## config.mk

```make
export PLATFORM = sky130hd
export DESIGN_NAME = sfd_mul
export DESIGN_NICKNAME = d
export VERILOG_FILES = /design/src/rtl/core/sfd_pkg.sv /design/src/rtl/core/sfd_mul.sv
export SDC_FILE = /design/constraint.sdc
export NUM_CORES = 1
export LEC_CHECK = 0
export BUFFER_PORTS_ARGS = -buffer_cell sky130_fd_sc_hd__clkbuf_2
export CAP_MARGIN = 10
export CORE_ASPECT_RATIO = 0.8
export CORE_UTILIZATION = 60
export CTS_CLUSTER_SIZE = 30
export DETAILED_ROUTE_END_ITERATION = 7
export GPL_ROUTABILITY_DRIVEN = 0
export HOLD_SLACK_MARGIN = 0.08
export PLACE_DENSITY = 0.88
export SYNTH_ARGS = -nofsm -noshare
export SYNTH_HDL_FRONTEND = slang
export SYNTH_SLANG_ARGS = --single-unit
```

## constraint.sdc

```tcl
create_clock -name i_clk -period 18.1 [get_ports i_clk]
set_input_delay 2.715 -clock i_clk [delete_from_list [all_inputs] [get_ports i_clk]]
set_output_delay 2.715 -clock i_clk [all_outputs]
set_load 0.005 [all_outputs]
```

## src/rtl/core/sfd_pkg.sv

```systemverilog
// ----------------------------------------------------------------------------
// sfd_pkg
// Shared widths, types, codes and arithmetic helpers of the stereo feedback
// delay core.
// ----------------------------------------------------------------------------
package sfd_pkg;

    localparam int ADDR_W     = 16;
    localparam int SAMPLE_W   = 24;
    localparam int FRAC_W     = 8;
    localparam int GAIN_W     = 16;
    localparam int GAIN_FRAC  = 14;
    localparam int DELAY_W    = ADDR_W + FRAC_W;
    localparam int CFG_IDX_W  = 2;
    localparam int CFG_DATA_W = DELAY_W;
    localparam int MUL_A_W    = SAMPLE_W + 1;
    localparam int MUL_B_W    = GAIN_W + 1;
    localparam int PROD_W     = MUL_A_W + MUL_B_W;

    typedef logic signed [SAMPLE_W-1:0] t_sample;
    typedef logic signed [PROD_W-1:0]   t_prod;

    localparam t_prod ROUND_F = t_prod'(1) <<< (FRAC_W - 1);
    localparam t_prod ROUND_G = t_prod'(1) <<< (GAIN_FRAC - 1);
    localparam t_prod SAT_MAX = (t_prod'(1) <<< (SAMPLE_W - 1)) - t_prod'(1);
    localparam t_prod SAT_MIN = -SAT_MAX - t_prod'(1);

    typedef enum logic [CFG_IDX_W-1:0] {
        CFG_DELAY    = 2'd0,
        CFG_MIX      = 2'd1,
        CFG_FEEDBACK = 2'd2,
        CFG_STEREO   = 2'd3
    } t_cfg_idx;

    typedef enum logic [3:0] {
        S_CLEAR,
        S_IDLE,
        S_RD1,
        S_RD2,
        S_CAP,
        S_MUL_I,
        S_INTERP,
        S_MUL_F,
        S_WR_FB,
        S_MIX,
        S_DONE
    } t_state;

    // Adds a rounded Q2.14 gain product to a sample and saturates the sum.
    function automatic t_sample gain_add_sat(t_sample x, t_prod p);
        t_prod rnd;
        t_prod sum;
        rnd = (p + ROUND_G) >>> GAIN_FRAC;
        sum = t_prod'(x) + rnd;
        if (sum > SAT_MAX) begin
            return SAT_MAX[SAMPLE_W-1:0];
        end else if (sum < SAT_MIN) begin
            return SAT_MIN[SAMPLE_W-1:0];
        end
        return sum[SAMPLE_W-1:0];
    endfunction

endpackage

```

## src/rtl/core/sfd_mul.sv

```systemverilog
// ----------------------------------------------------------------------------
// sfd_mul
// Shared signed multiplier with a registered product.
// ----------------------------------------------------------------------------
module sfd_mul import sfd_pkg::*; (
    input  logic                      i_clk,
    input  logic                      i_en,
    input  logic signed [MUL_A_W-1:0] i_a,
    input  logic signed [MUL_B_W-1:0] i_b,
    output t_prod                     o_prod
);

    t_prod r_prod;

    always_ff @(posedge i_clk) begin
        if (i_en) begin
            r_prod <= t_prod'(i_a) * t_prod'(i_b);
        end
    end

    assign o_prod = r_prod;

endmodule

```

=== Word-level counts from Yosys, hierarchy flattened ===
Cells that the tools add are included.

* Register bits after elaboration: 42
* Output and inout bits: 42

* Multiply operators: 1

{| class="wikitable"
|+ Operators by type and width
! operator !! number
|-
| multiplier 25 x 17 -> 42 bit || 1
|}

=== Logic depth before layout (Yosys ltp) ===
Gate-level depths: netlist of run 1.

* Depth after elaboration: 1
* Mapped depth: 24

=== Worst setup path before layout of run 1 ===
OpenSTA, ideal clock, no wires.

* Path kind: input-to-reg
* Start: in i_b[4]
* End: reg r_prod[40] (netlist: o_prod[40]), data pin
* Arrival: 8.635 ns
* Path slack: 9.308 ns
* Cell stages on the path: 21
* Path buffers: 1
* Required time: 17.942 ns
* Library setup time: 0.158 ns
* Cells stage by stage: clkbuf_1 nand2_1 fa_1 inv_1 fa_1 fa_1 fa_1 fa_1 inv_1 fa_1 inv_1 ha_1 a211o_1 a311o_1 a221oi_2 o22ai_1 nor3_2 a31oi_1 o41ai_4 or4b_1 o211ai_1

* Word-level cells in the longest chain between the ends: 1

{| class="wikitable"
|+ Ends and longest elaborated chain
! what !! line !! source
|-
| from (decl) || sfd_mul.sv:9 || <nowiki>input logic signed [MUL_B_W-1:0] i_b,</nowiki>
|-
| multiplier 25 x 17 -> 42 bit || sfd_mul.sv:17 || <nowiki>r_prod <= t_prod'(i_a) * t_prod'(i_b);</nowiki>
|-
| to (signal assigned) || sfd_mul.sv:17 ||
|-
| to (decl) || sfd_mul.sv:13 || <nowiki>t_prod r_prod;</nowiki>
|}

Every way passes these cells.
A chain may end at the register's enable or synchronous reset.

=== Worst setup path after layout of run 1 ===
* Start: in i_b[16]
* End: reg r_prod[40] (netlist: o_prod[40]), data pin

The elaborated chain is that of the path after synthesis.

==> flow_metrics.tcl, run 1 <==
set metrics [dict create \
    yosys_warnings 0 \
    clk_path_buf_depth 2 \
    htree_levels 2 \
    drv_slew 0 \
    dieHeight_um 149 \
    crit_arrival_ns 9.82 \
    cts_setup_buffers 0 \
    yosysTopAreaCellShare_pct 51.1 \
    hold_viol 0 \
    drt-total-wl_um 39200 \
    fmax_ghz 0.103 \
    num-nets-final 2299 \
    grt_overflow 0 \
    vias_per_cell 5.63 \
    max_slew_margin_pct 44.2 \
    grt_pass1_wl_um 65700 \
    status "finished, final reports clean" \
    n_antenna_cell 0 \
    syn_inst 1706 \
    cts_buffers 5 \
    antenna_found_initial 1 \
    grt_pass1_vias 13200 \
    synth-seq-cells 42 \
    wire_per_inst_um 18.7 \
    drt-initial-drc-count 932 \
    synth_seq_area_share_pct 7.74 \
    path_max_fanout 17 \
    largest_reg_flops 42 \
    port_buffers 85 \
    clock_sinks 42 \
    clk_pin_slew_ns 0.07 \
    avgSynthCellArea_um2 9.55 \
    synth_top_cell_by_area "fa_1" \
    drive_above_1_share_pct 5.87 \
    post-dp-hpwl_um 31500 \
    die_x_um 186 \
    grt_max_degree 43 \
    coreArea_um2 26500 \
    end_kind "flop" \
    synth_ff_type "edfxtp_1" \
    cp-start-kind "input port" \
    setup_violations 0 \
    track_usage_pct 31.3 \
    synth.distinct_cells 49 \
    hold_path_class "input port to flop" \
    async_flop_share_pct 0 \
    pin_count 86 \
    finalCritPeriodShare_pct 53.5 \
    synth_fp_nets 2267 \
    worstMarginPinSlew_ns 0.834 \
    worstSetupPathType "input port to flop" \
    initial_core_util_pct 61.5 \
    synth_area_leaders "fa_1 51%, inv_1 10%, ha_1 7.8%" \
    die_area_um2 27800 \
    critPathRequiredTime_ns 18.25 \
    syn_area_um2 16300 \
    drv_cap 0 \
    area_growth_syn_to_layout_pct 5.19 \
    cts_root_buffer "clkbuf_16" \
    fin_tns_setup_ns 0 \
    first_pass_iters 5 \
    synth_edf_count 42 \
    drc 0 \
    cts_hold_buf 0 \
    rows 53 \
    vias 11800 \
    tritoncts "done" \
    rsz0062_at_grt "no" \
    fin_crit_ns 9.68 \
    post_cts_resized 0 \
    drtAntennaViolNets 0 \
]
## logic make-up (layout without fill, tap and decap cells)
group | Yosys count | after routing | synth area share, %
mux | 1 | 1 | 0.0691
buf+inv | 508 | 541 | 11.7
compound gates | 95 | 95 | 4.14
simple gates | 502 | 502 | 15.2
flops | 42 | 42 | 7.74
xor+xnor | 41 | 41 | 2.21
fa+ha+maj | 517 | 517 | 58.9
## critical path, cell delays in order
cell and delay, ns:
clkbuf_2 0.24, clkinv_1 0.56, nor2_1 0.32, fa_1 0.47, fa_1 0.42, fa_1 0.59
fa_1 0.45, fa_1 0.50, inv_1 0.05, fa_1 0.48, inv_1 0.05, ha_1 0.34
a21o_1 0.24, a311o_1 0.37, a221oi_2 0.30, o22ai_1 0.15, nor3_2 0.39, a31oi_1 0.26
o41ai_4 0.35, or4b_1 0.47, o211ai_1 0.10
## final timing paths
kind	to	cells past startpoint	start	slack, ns
setup / recovery	o_prod[40]$_DFFE_PP_	21	i_b[16]	8.42
hold / removal	o_prod[14]$_DFFE_PP_	2	i_en	3.05
## layer usage
metal / GRT usage (%) / routed length, um / share of wire, %
met1: 41.0 / 15000 / 38
met2: 48.4 / 17600 / 45
met3: 11.1 / 5350 / 14
met4: 11.0 / 1250 / 3.2
met5: 0 / 0 / 0
## placed cells by master, fill, tap and decap left out, types with 5 or more instances in the layout
master	instances
nand4_1	5
nand2b_1	12
clkbuf_16	5
edfxtp_1	42
o21ai_0	12
xor2_1	10
xnor2_1	31
o21bai_1	11
nor2_1	34
and2_1	188
clkbuf_2	85
inv_1	446
a21o_1	16
nand2_1	237
a21oi_1	22
a211oi_1	5
ha_1	101
fa_1	416
## synth_stat cells (2+ instances only)
cell type and number:
o2111ai_1 2, nor3_1 2, or2_2 2, o21bai_1 11
o21ai_0 12, nand3_1 3, nor4_1 2, nand2_1 237
a21oi_1 22, a211o_1 2, a211oi_1 5, fa_1 416
nor2b_1 4, and4_1 4, a31oi_1 4, a311oi_1 2
and3_1 4, a221oi_1 2, xor2_1 10, inv_1 446
edfxtp_1 42, xnor2_1 31, nor2_1 34, nand2b_1 12
o21a_1 4, or4_1 2, a21o_1 16, and2_1 188
nand4_1 5, o211ai_1 2, ha_1 101, clkbuf_1 60
## layout make-up
type,count,area [um2]
Multi-Input combinational cell,1156,13100
Fill cell,1975,9330
Inverter,447,1680
Sequential cell,42,1260
Tap cell,357,447
Timing Repair Buffer,86,433
Clock buffer,5,125
Clock inverter,3,68.8
## through the flow
step	hold WS (ns)	setup WS [ns]	instance area [um2]	utilization [%]	cells
finish	3.05	8.42	17100	64.7	2096
global route	3.07	8.08	17100	64.7	2096
CTS	3.03	8.53	17100	64.7	2096
detailed placement	3.11	8.21	16900	64.0	2088
global placement	3.11	8.41	16900	64.0	2088
floorplan	2.83	9.31	16300	-	1706
Power of run 1 is not shown: default switching activity piles up to over one toggle a cycle in this logic, so the estimate is an artifact.
==> inputs of run 2 (changes only) <==
Settings changed: CORE_UTILIZATION 60 to 59, PLACE_DENSITY 0.88 to 0.9.
Clock period 18.1 ns to 8.3 ns, I/O delays scaled along.
==> flow_metrics.tcl, run 2 (synthesized netlist as in run 1, its figures left out) <==
set metrics [dict create \
    status "finished, violations left" \
    violations "DRC" \
    first_pass_iters 8 \
    largest_reg_flops 42 \
    tritoncts "done" \
    mostFrequentLayoutCells "446 x inv_1, 416 x fa_1, 237 x nand2_1, 188 x and2_1, 101 x ha_1" \
    grt_max_degree 43 \
    hold_path_class "input port to flop" \
    whs_ns 1.58 \
    grt_pass1_vias 13700 \
    fin_crit_ns 8.01 \
    clk_pin_slew_ns 0.08 \
    rsz0062_at_grt "no" \
    fmax_ghz 0.125 \
    multi_input_area_um2 13100 \
    finalCritPeriodShare_pct 96.5 \
    pin_count 86 \
    drt-total-wl_um 42000 \
    antenna_found_initial 0 \
    max_slew_margin_pct 50.8 \
    vias 12000 \
    die_x_um 188 \
    wire_per_inst_um 19.8 \
    slowest_delay_ns 0.56 \
    clock_sinks 42 \
    initial_core_util_pct 61.1 \
    layout_commonest_cell "inv_1" \
    path_max_fanout 25 \
    critPathLaunch "i_b[4]" \
    cts_buffers 5 \
    port_buffers 85 \
    drt-initial-drc-count 1164 \
    cts_setup_buffers 0 \
    fin_tns_setup_ns 0 \
    cpMaxStageDelayCell "a221oi_1" \
    end_kind "flop" \
    worstMarginPinSlew_ns 0.736 \
    crit_arrival_ns 8.15 \
    min_from "i_en" \
    drtAntennaViolNets 0 \
    whs_path_depth 2 \
    drive_above_1_share_pct 7.09 \
    whs_endpoint "o_prod[14]$_DFFE_PP_" \
    drv_cap 0 \
    worstSetupPathType "input port to flop" \
    cts_hold_buf 0 \
    grt_overflow 0 \
    n_antenna_cell 0 \
    num-nets-final 2322 \
    path_cells "clkbuf_2, and2_1, fa_1, inv_1, fa_1, fa_1, fa_1, inv_1, fa_1, inv_1, fa_1, inv_1, ha_1, and3_1, a221oi_1, or2_2, a31oi_1, nor3_2, a31oi_1, o41ai_4, or4b_1, o211ai_1" \
    path_common_cell "fa_1" \
    area_growth_syn_to_layout_pct 6.32 \
    final_area_um2 17300 \
    grt_pass1_wl_um 68700 \
    coreArea_um2 26700 \
    drv_slew 0 \
    fillers 1993 \
    critPathRequiredTime_ns 8.44 \
    htree_levels 2 \
    vias_per_cell 5.68 \
    register_area_um2 1260 \
    dieHeight_um 151 \
    cts_root_buffer "clkbuf_16" \
    post_cts_resized 0 \
    post-dp-hpwl_um 34000 \
    die_area_um2 28300 \
    cp-start-kind "input port" \
    setup_violations 0 \
    rows 53 \
    track_usage_pct 31.9 \
    hold_viol 0 \
    drc 1 \
    clk_path_buf_depth 2 \
    place_area_um2 17100 \
]
-- run 2: layout make-up --
type / count / area share (%)
tap: 357 / 2.58
inverter: 447 / 9.69
sequential: 42 / 7.28
multi-input combinational: 1156 / 75.8
timing repair buffer: 109 / 3.57
clock inverter: 3 / 0.397
clock buffer: 5 / 0.723
-- run 2: worst max-delay path by stage --
stage / to / slack, ns / cells after the start
floorplan: o_prod[40]$_DFFE_PP_ / 0.98 / 21
global placement: o_prod[41]$_DFFE_PP_ / 0.24 / 23
detailed placement: o_prod[40]$_DFFE_PP_ / 0.04 / 21
CTS: o_prod[40]$_DFFE_PP_ / 0.36 / 21
global route: o_prod[40]$_DFFE_PP_ / 0.04 / 21
finish: o_prod[40]$_DFFE_PP_ / 0.29 / 22
-- run 2: per-layer routing --
| layer | global-route usage (%) | vias up | part of all wire [%] |
|---|---|---|---|
| met5 | 0 | - | 0 |
| met4 | 13.1 | 0 | 3.8 |
| met3 | 12.3 | 153 | 15 |
| met2 | 51.3 | 868 | 46 |
| met1 | 38.9 | 5973 | 36 |
| li1 | - | 5052 | - |
-- run 2: per-stage QoR --
stage	util, %	setup WS [ns]	std cells
finish	64.9	0.291	2119
floorplan	-	0.978	1706
global route	64.9	0.0435	2119
global placement	64.2	0.242	2111
CTS	64.9	0.365	2119
detailed placement	64.2	0.0384	2111
-- run 2: worst max-delay path: cells and delay by family --
| kind | cells | cell delay (ns) |
|---|---|---|
| adders and majority gates | 7 | 3.28 |
| and+or+nand+nor | 5 | 1.60 |
| AOI/OAI and AO/OA | 5 | 1.39 |
| buffers and inverters | 5 | 0.63 |
Power of run 2 is left out for the same reason.
==> inputs of run 3 (changes only) <==
Settings changed: ABC_AREA from default to 1.
==> flow_metrics.tcl, run 3 <==
set metrics [dict create \
    status "finished, violations left" \
    violations "DRC" \
    post_cts_resized 0 \
    coreArea_um2 29500 \
    crit_arrival_ns 7.13 \
    drv_slew 0 \
    htree_levels 2 \
    avgSynthCellArea_um2 7.74 \
    fin_crit_ns 7.08 \
    syn_area_um2 17800 \
    dieHeight_um 157 \
    area_growth_syn_to_layout_pct 4.10 \
    cts_buffers 5 \
    initial_core_util_pct 60.4 \
    worstSetupPathType "input port to flop" \
    grt_overflow 0 \
    synth_area_leaders "fa_1 47%, inv_1 16%, nand2_1 14%" \
    die_x_um 196 \
    path_max_fanout 25 \
    grt_pass1_vias 15600 \
    drc 1 \
    port_buffers 85 \
    antenna_found_initial 0 \
    hold_viol 0 \
    tritoncts "done" \
    synth_edf_count 42 \
    largest_reg_flops 42 \
    synth_ff_type "edfxtp_1" \
    clock_sinks 42 \
    synth_seq_area_share_pct 7.08 \
    die_area_um2 30900 \
    layout_commonest_cell "inv_1" \
    rsz0062_at_grt "no" \
    vias 14500 \
    wire_per_inst_um 16.3 \
    synth_most_common_cell "inv_1" \
    clk_path_buf_depth 2 \
    grt_pass1_wl_um 73700 \
    cp-start-kind "input port" \
    fmax_ghz 0.141 \
    n_antenna_cell 0 \
    cts_root_buffer "clkbuf_16" \
    mostFrequentLayoutCells "741 x inv_1, 665 x nand2_1, 416 x fa_1, 101 x ha_1, 85 x clkbuf_2" \
    rows 56 \
    synth-seq-cells 42 \
    finalCritPeriodShare_pct 85.3 \
    synthTopCellsByCount "741 x inv_1, 665 x nand2_1, 416 x fa_1" \
    synth_top_cell_by_area "fa_1" \
    track_usage_pct 30.5 \
    cts_setup_buffers 0 \
    cts_hold_buf 0 \
    end_kind "flop" \
    yosys_warnings 0 \
    hold_path_class "input port to flop" \
    num-nets-final 2858 \
    critPathRequiredTime_ns 8.35 \
    syn_inst 2301 \
    async_flop_share_pct 0 \
    whs_path_depth 4 \
    fin_tns_setup_ns 0 \
    grt_max_degree 43 \
    max_slew_margin_pct 28.6 \
    setup_violations 0 \
    drive_above_1_share_pct 5.96 \
    drtAntennaViolNets 0 \
    clk_pin_slew_ns 0.06 \
    pin_count 86 \
    drt-total-wl_um 44100 \
    drv_cap 0 \
    worstMarginPinSlew_ns 1.07 \
    post-dp-hpwl_um 37400 \
    first_pass_iters 8 \
    fillers 2309 \
    vias_per_cell 5.36 \
    yosysTopAreaCellShare_pct 46.7 \
    synth_fp_nets 2862 \
    synth.distinct_cells 28 \
    drt-initial-drc-count 1461 \
]
-- run 3: changes by cell type after synthesis, moves of 16 or more --
cell      previous run  this run
nand2_1            237       665
inv_1              446       741
and2_1             188         0
nand3_1              3        45
clkbuf_1            60        99
nor2_1              34        68
xnor2_1             31         4
a21o_1              16         0
-- run 3: routing by layer --
| metal | share of wire [%] | vias to the layer above | global-route usage, % |
|---|---|---|---|
| met5 | 0 | - | 0 |
| met4 | 5.8 | 0 | 15.7 |
| met3 | 11 | 254 | 6.17 |
| met2 | 49 | 964 | 52.7 |
| met1 | 34 | 6935 | 36.4 |
| li1 | - | 6336 | - |
-- run 3: through the flow --
step | worst slack [ns] | util, % | hold WS (ns) | cells | cell area [um2]
CTS | 1.35 | 62.9 | 1.58 | 2704 | 18500
detailed placement | 1.06 | 62.4 | 1.64 | 2696 | 18400
finish | 1.22 | 62.9 | 1.58 | 2704 | 18500
global route | 0.924 | 62.9 | 1.61 | 2704 | 18500
floorplan | 1.55 | - | 1.36 | 2301 | 17800
global placement | 1.31 | 62.4 | 1.64 | 2696 | 18400
-- run 3: final timing paths --
| path | endpoint | start |
|---|---|---|
| worst min-delay path | o_prod[0]$_DFFE_PP_ | i_b[0] |
| worst max-delay path | o_prod[39]$_DFFE_PP_ | i_b[2] |
-- run 3: worst max-delay path, cell delays in order --
cell and delay [ns]:
clkbuf_2 0.42, nand2_1 0.27, inv_1 0.11, fa_1 0.64, fa_1 0.51, inv_1 0.28, fa_1 0.51, fa_1 0.57
fa_1 0.43, fa_1 0.50, inv_1 0.04, ha_1 0.49, nand2_1 0.15, nor2_1 0.18, nand3_1 0.16, nor2_1 0.19
nand3b_1 0.20, nand4_1 0.14, nand2_1 0.05
-- run 3: kinds of logic (layout without fill, tap and decap cells) --
family / count (synthesis) / in the layout / synth area share [%]
flops: 42 / 42 / 7.08
compound gates: 44 / 44 / 1.42
simple gates: 831 / 831 / 18.8
fa+ha+maj: 517 / 517 / 53.8
xor+xnor: 23 / 23 / 1.13
buf+inv: 844 / 841 / 17.8
-- run 3: layout make-up --
cell class / instances / area, um2 / share of cell area (%)
Timing Repair Buffer: 89 / 455 / 2.46
Clock buffer: 6 / 129 / 0.695
Clock inverter: 2 / 13.8 / 0.0742
Tap cell: 406 / 508 / 2.74
Multi-Input combinational cell: 1415 / 13400 / 72.2
Sequential cell: 42 / 1260 / 6.80
Inverter: 744 / 2790 / 15.1
Power of run 3 is left out for the same reason.
